===== src/sahm_pkg.sv =====
// ----------------------------------------------------------------------------
// sahm_pkg
// Shared types and constants for the stereo audio health monitor.
// ----------------------------------------------------------------------------
package sahm_pkg;

  // Default parameter values
  localparam int COUNT_WIDTH_DEF = 20;
  localparam int FRAC_BITS_DEF   = 22;

  // Float32 field widths and marker values
  localparam int               MAG_W     = 31;
  localparam logic [MAG_W-1:0] INF_MAG   = 31'h7F80_0000;
  localparam logic [MAG_W-1:0] EIGHT_MAG = 31'h4100_0000;

  // Sum of squares: 63 bits, 32 fraction bits; one square never exceeds 2^38
  localparam int SUM_W = 63;
  localparam int SQ_W  = 39;

  // Configuration port
  localparam int CFG_INDEX_W = 8;
  localparam int CFG_DATA_W  = 31;

  localparam logic [CFG_INDEX_W-1:0] REG_SILENCE_LIMIT   = 8'd0;
  localparam logic [CFG_INDEX_W-1:0] REG_OVERRANGE_LIMIT = 8'd1;
  localparam logic [CFG_INDEX_W-1:0] REG_GLITCH_LIMIT    = 8'd2;

  // Register reset values
  localparam logic [MAG_W-1:0] SILENCE_LIMIT_RST   = 31'd925353388;
  localparam logic [MAG_W-1:0] OVERRANGE_LIMIT_RST = 31'd1065353216;
  localparam int               GLITCH_LIMIT_RST    = 419430;

  // Classification of one sample
  typedef struct packed {
    logic             is_nan;
    logic             is_inf;
    logic             is_over;
    logic             is_silent;
    logic [MAG_W-1:0] mag;
  } sahm_class_t;

endpackage


===== src/sahm_classify.sv =====
// ----------------------------------------------------------------------------
// sahm_classify
// Classifies one float32 sample and converts it to signed fixed point with
// four integer bits, saturating at plus and minus eight.
// ----------------------------------------------------------------------------
module sahm_classify
  import sahm_pkg::*;
#(
  parameter int FRAC_BITS = FRAC_BITS_DEF
) (
  input  logic [31:0]              sample_bits,
  input  logic [MAG_W-1:0]         silence_limit,
  input  logic [MAG_W-1:0]         overrange_limit,
  output sahm_class_t              cls,
  output logic [FRAC_BITS+3:0]     abs_fixed,
  output logic signed [FRAC_BITS+3:0] fixed
);

  localparam int FW = FRAC_BITS + 4;
  localparam logic [FW-1:0] POS_MAX = {1'b0, {(FW-1){1'b1}}};
  localparam logic [FW-1:0] NEG_MAG = {1'b1, {(FW-1){1'b0}}};

  logic [MAG_W-1:0]  mag;
  logic              neg;
  logic [7:0]        expo;
  logic [23:0]       sig;
  logic signed [9:0] amt;
  logic [9:0]        amt_right;
  logic [31:0]       shifted;

  assign mag = sample_bits[30:0];
  assign neg = sample_bits[31];

  // Classify against the fixed markers and the register limits
  always_comb begin
    cls.mag       = mag;
    cls.is_nan    = mag > INF_MAG;
    cls.is_inf    = mag == INF_MAG;
    cls.is_over   = !cls.is_nan && (mag > overrange_limit);
    cls.is_silent = !cls.is_nan && (mag < silence_limit);
  end

  // Align the significand to the fixed-point grid, truncating toward zero
  always_comb begin
    expo      = (mag[30:23] == 8'd0) ? 8'd1 : mag[30:23];
    sig       = {(mag[30:23] != 8'd0), mag[22:0]};
    amt       = $signed({2'b00, expo}) + 10'(FRAC_BITS) - 10'sd150;
    amt_right = 10'(-amt);
    if (amt >= 0) begin
      shifted = {8'b0, sig} << $unsigned(amt);
    end else begin
      shifted = {8'b0, sig} >> amt_right;
    end
  end

  // Saturate, drop NaN, then apply the sign
  always_comb begin
    if (cls.is_nan) begin
      abs_fixed = '0;
    end else if (mag >= EIGHT_MAG) begin
      abs_fixed = neg ? NEG_MAG : POS_MAX;
    end else begin
      abs_fixed = {1'b0, shifted[FW-2:0]};
    end
    fixed = neg ? -$signed(abs_fixed) : $signed(abs_fixed);
  end

endmodule


===== config.mk =====
export PLATFORM = sky130hd
export DESIGN_NAME = sahm_classify
export DESIGN_NICKNAME = d
export VERILOG_FILES = /design/src/sahm_pkg.sv /design/src/sahm_classify.sv
export SDC_FILE = /design/constraint.sdc
export NUM_CORES = 1
export LEC_CHECK = 0
export BUFFER_PORTS_ARGS = -buffer_cell sky130_fd_sc_hd__buf_2
export CAP_MARGIN = 10
export CORE_UTILIZATION = 44
export DETAILED_ROUTE_END_ITERATION = 6
export PLACE_DENSITY = 0.74
export REMOVE_ABC_BUFFERS = 1
export SYNTH_ARGS = -nofsm -noshare
export SYNTH_HDL_FRONTEND = slang
export SYNTH_SLANG_ARGS = --single-unit
export TNS_END_PERCENT = 100

===== constraint.sdc =====
create_clock -name vclk -period 9.81
set_input_delay 0.4905 -clock vclk [all_inputs]
set_output_delay 0.4905 -clock vclk [all_outputs]
set_load 0.02 [all_outputs]

==> flow_summary_export.csv, run 1 <==
group,metric,value,unit
grt,gr-total-overflow,0,
worst_setup_path,crit_path_max_fanout,44,
finish,nets,1122,
clock_network,postCtsHoldBufs,0,
timing,timing.hold.ws,1.31,ns
timing,rsz0062_at_grt,"false",
place,globalplace.congestion,1.01,
floorplanning,pin_count,181,
yosys,yosysSeqAreaShare,0,
timing,relSlewSlack,0.329,
detailed_routing,wl_per_cell,21.0,um
grt,grt_pass1_wl,37.1,mm
finish,seq_cells,0,
outcome,outcome,"complete, no violations",
worst_setup_path,path_buf_inv,5,
worst_setup_path,cp_top_family,"compound AO/OA/AOI/OAI gates",
worst_setup_path,slowest_delay,0.84,ns
grt,antenna_found_initial,0,
power,cellLeakagePower,3.17,nW
floorplanning,core,0.0132,sq mm
grt,grt_usage,0.332,
floorplanning,dieArea,0.0140,sq mm
worst_setup_path,cpMaxStageDelayCell,"o21ai_4",
finish,drive_gt1_frac,0.242,
detailed_routing,drtIter0Drc,958,
yosys,syn_inst,868,
yosys,yosys_warnings,0,
timing,max_freq,143,MHz
worst_setup_path,critPathArrivalTime,6.50,ns
timing,finalMaxSlewViolations,0,
floorplanning,initial_core_util,0.449,
floorplanning,die_w,118,um
power,ir_drop,0.0000281,V
detailed_routing,drc,0,
worst_setup_path,path_class,"input port to primary output",
detailed_routing,wirelength,23.9,mm
finish,seqCellArea,0,sq um
timing,tns,0,ns
detailed_routing,route.met3.wl,2.82,mm
power,design_power_total,0.400,mW
yosys,syn_avg_cell_area,6.86,sq um
finish,syn_to_final_growth,11.1,%
floorplanning,rows,42,
worst_setup_path,endpoint_kind,"primary output",
yosys,synth_cell_type_count,85,
place,port_buffers,181,
finish,num-clock-buffers,0,
timing,tightest_slew,0.981,ns
detailed_routing,dr.max_layer_used,"met4",
detailed_routing,route.met2.wl,10.1,mm
timing,setup-violations-final,0,
detailed_routing,vias_per_cell,6.51,
yosys,synth.cell_area,0.00595,sq mm
floorplanning,die_h,118,um
worst_setup_path,crit_path_start_kind,"input port",
detailed_routing,vias,7419,
detailed_routing,ant_nets,0,
run,maxCapViolations,0,
grt,grt_start_max_net_pins,45,
place,dpl.hpwl,18.4,mm
timing,fin_crit_sh,0.712,
worst_setup_path,required,9.32,ns
clock_network,postCtsResizedCells,0,
hold_path,worstHoldPathType,"input port to primary output",
detailed_routing,first_pass_iters,6,
clock_network,post_cts_buffers,0,
power,p_per_area,60.6,mW/mm^2
timing,period_minus_slack,6.99,ns
timing,hold_violations,0,
worst_setup_path,crit_chain,"buf_2 > or3_1 > o21ai_4 > inv_4 > ha_1 > buf_4 > inv_1 > nand4_1 > o221ai_1 > a211oi_1 > o221ai_1 > o21ai_2 > nor3b_4 > nand4_2 > o31ai_1 > xnor2_1 > buf_2",
grt,grt_pass1_vias,6683,
detailed_routing,wl_met1,9.86,mm
finish,antenna_cells,0,
## Yosys cell counts (all sizes together), types with 7 or more instances
| library cell | instances | share of area |
|---|---|---|
| o21a | 7 | 0.0088 |
| o22ai | 9 | 0.0095 |
| nor2 | 54 | 0.034 |
| a21oi | 52 | 0.044 |
| ha | 63 | 0.13 |
| nor2b | 16 | 0.017 |
| a211o | 10 | 0.015 |
| nand4 | 22 | 0.027 |
| a211oi | 14 | 0.020 |
| xnor2 | 22 | 0.032 |
| nand3 | 28 | 0.024 |
| mux4 | 16 | 0.061 |
| nor3 | 22 | 0.018 |
| buf | 56 | 0.066 |
| inv | 81 | 0.052 |
| nor4 | 13 | 0.015 |
| clkbuf | 38 | 0.024 |
| o211a | 10 | 0.018 |
| a31oi | 9 | 0.0095 |
| or3 | 9 | 0.0095 |
| nand2b | 11 | 0.012 |
| o31ai | 12 | 0.016 |
| a21o | 27 | 0.034 |
| mux2i | 20 | 0.034 |
| o21ai | 56 | 0.050 |
| nand2 | 67 | 0.042 |
| o211ai | 20 | 0.025 |
## path summary, 6_finish.rpt
path / start / slack (ns) / cells after the start / end
worst min-delay path: sample_bits[6] / 1.31 / 2 / cls[6]
worst max-delay path: sample_bits[25] / 2.82 / 17 / fixed[22]
## power by group
part	internal, mW	total, mW	switching [mW]
Clock	0	0	0
Combinational	0.143	0.400	0.257
Sequential	0	0	0
## routing by layer
metal	track usage	vias up
met5	0	-
met4	0.152	0
met3	0.0719	104
met2	0.508	593
met1	0.442	3294
li1	-	3428
## stage by stage
stage	area (sq um)	std cells	setup slack, ns	utilization
after floorplan	5420	774	3.44	-
after global placement	6610	1139	3.04	0.499
after detailed placement	6610	1139	3.00	0.499
after CTS	6610	1139	3.00	0.499
after global routing	6610	1139	2.44	0.499
final	6610	1139	2.82	0.499
## cells by family after synthesis
logic type,share of synthesized area
compound gates,0.350
simple gates,0.235
buf+inv,0.142
fa+ha+maj,0.132
mux,0.106
xor+xnor,0.0353
## area by class of cell
| cell class | count | area [sq um] |
|---|---|---|
| fillers | 1371 | 6630 |
| inverters | 83 | 314 |
| multi-input cells | 691 | 5110 |
| well taps | 176 | 220 |
| repair buffers | 189 | 966 |
## cells in the final DEF, fill, tap and decap left out, types with 9 or more instances in the layout
cell,instances
a21o_1,27
o22ai_1,9
or3_1,9
o211ai_1,20
nor2_1,54
a31oi_1,9
a21oi_1,52
o211a_1,9
nand4_1,20
nand2b_1,11
xnor2_1,21
mux2i_1,20
a211oi_1,11
o21ai_0,49
nor2b_1,16
mux4_2,16
o31ai_1,11
buf_2,181
inv_1,80
nand2_1,67
nand3_1,28
ha_1,63
nor4_1,12
nor3_1,22
a211o_1,10
Note: power is estimated with default switching activity, not from simulation.
==> run 2, diff against run 1 <==
- clock period: 9.81 -> 6.6 ns (I/O delays scaled with it)
==> flow_summary_export.csv, run 2 (same netlist as run 1, synthesis figures left out) <==
group,metric,value,unit
grt,grt_pass1_wl,37.9,mm
timing,finalMaxSlewViolations,0,
worst_setup_path,required,6.27,ns
place,dp_slack,1.02,ns
place,globalplace.congestion,1.06,
timing,hold_violations,0,
detailed_routing,wirelength,24.6,mm
power,intPower,0.219,mW
hold_path,holdCritStartpoint,"sample_bits[6]",
timing,timing.hold.ws,0.987,ns
worst_setup_path,endpoint_kind,"primary output",
finish,antenna_cells,0,
clock_network,post_cts_buffers,0,
detailed_routing,wl_per_cell,21.4,um
power,p_per_area,90.9,mW/mm^2
clock_network,postCtsHoldBufs,0,
worst_setup_path,crit_path_start_kind,"input port",
floorplanning,dieArea,0.0140,sq mm
finish,syn_to_final_growth,12.5,%
floorplanning,die_h,118,um
worst_setup_path,critPathArrivalTime,5.45,ns
finish,nets,1133,
detailed_routing,ant_nets,0,
run,maxCapViolations,0,
grt,antenna_found_initial,0,
worst_setup_path,crit_path_max_fanout,27,
timing,relSlewSlack,0.277,
detailed_routing,drtIter0Drc,974,
finish,fillers,1367,
finish,final_cell_mix,"181 x buf_2, 80 x inv_1, 67 x nand2_1",
grt,grt_usage,0.339,
timing,setup-violations-final,0,
outcome,outcome,"complete, no violations",
floorplanning,initial_core_util,0.449,
worst_setup_path,crit_chain,"buf_2 > or3_1 > o21ai_4 > inv_4 > ha_1 > inv_1 > nand4_1 > o221ai_1 > a211oi_1 > o221ai_1 > o21ai_2 > nor3b_4 > nand4_2 > o31ai_1 > xnor2_1 > buf_2",
finish,drive_gt1_frac,0.251,
detailed_routing,first_pass_iters,7,
detailed_routing,vias,7589,
power,p_clk_frac,0,
timing,fin_crit_sh,0.876,
worst_setup_path,path_buf_inv,4,
worst_setup_path,cp_top_family,"compound AO/OA/AOI/OAI gates",
timing,max_freq,173,MHz
grt,grt_start_max_net_pins,42,
detailed_routing,vias_per_cell,6.60,
power,cellLeakagePower,3.22,nW
finish,seq_cells,0,
hold_path,worstHoldPathType,"input port to primary output",
finish,final_area,0.00670,sq mm
timing,tns,0,ns
floorplanning,die_w,118,um
place,placed_area,0.00670,sq mm
detailed_routing,drc,0,
power,seqPwrFrac,0,
power,combPwrFrac,1.000,
timing,rsz0062_at_grt,"false",
clock_network,postCtsResizedCells,0,
floorplanning,core,0.0132,sq mm
place,port_buffers,181,
timing,tightest_slew,1.08,ns
worst_setup_path,path_class,"input port to primary output",
power,p_sw_frac,0.640,
hold_path,min_to,"cls[6]",
finish,seqCellArea,0,sq um
grt,grt_pass1_vias,6730,
timing,fin_ws,0.817,ns
floorplanning,pin_count,181,
place,dpl.hpwl,19.0,mm
floorplanning,rows,42,
worst_setup_path,cpMaxStageDelayCell,"ha_1",
finish,num-clock-buffers,0,
finish,layout_commonest_cell,"buf_2",
power,ir_drop,0.0000459,V
worst_setup_path,slowest_delay,0.92,ns
timing,period_minus_slack,5.78,ns
power,p_sw,0.389,mW
hold_path,hold_depth,2,
grt,gr-total-overflow,0,
==> run 2: cell types whose count changed in the layout (fill, tap and decap cells not counted), sizes merged <==
| cell | change |
|---|---|
| buf | +11 |
==> run 2: cell type report <==
type	instances	area, sq um	share of cell area
inverter	83	314	0.0469
multi-input combinational	691	5110	0.764
tap	176	220	0.0329
timing repair buffer	200	1050	0.157
==> run 2: worst max-delay path by stage <==
| stage | start | endpoint | slack [ns] | depth (start not counted) |
|---|---|---|---|---|
| after global placement | sample_bits[26] | fixed[22] | 1.0 | 16 |
| after detailed placement | sample_bits[26] | fixed[22] | 1.02 | 16 |
| after global routing | sample_bits[26] | fixed[22] | 0.47 | 17 |
| after floorplan | sample_bits[24] | fixed[16] | 0.55 | 11 |
| final | sample_bits[26] | fixed[22] | 0.82 | 16 |
| after CTS | sample_bits[26] | fixed[22] | 0.99 | 16 |
==> run 2: metrics by stage <==
step                      power (mW)  instances  utilization
after detailed placement       0.589       1150        0.506
after CTS                      0.591       1150        0.506
after global placement         0.590       1150        0.506
after global routing           0.649       1150        0.506
final                          0.608       1150        0.506
after floorplan                0.352        774            -
==> run 2: routing by layer <==
| layer | global-route usage | share of wire | up-vias |
|---|---|---|---|
| li1 | - | - | 3443 |
| met1 | 0.448 | 0.40 | 3398 |
| met2 | 0.535 | 0.42 | 635 |
| met3 | 0.0671 | 0.13 | 113 |
| met4 | 0.139 | 0.051 | 0 |
| met5 | 0 | 0 | - |
==> run 2: power groups by stage <==
stage	registers, mW	logic, mW	clock network (mW)
3_3_place_gp	0	0.590	0
3_5_place_dp	0	0.589	0
6_report	0	0.608	0
4_1_cts	0	0.591	0
5_1_grt	0	0.649	0
2_1_floorplan	0	0.352	0
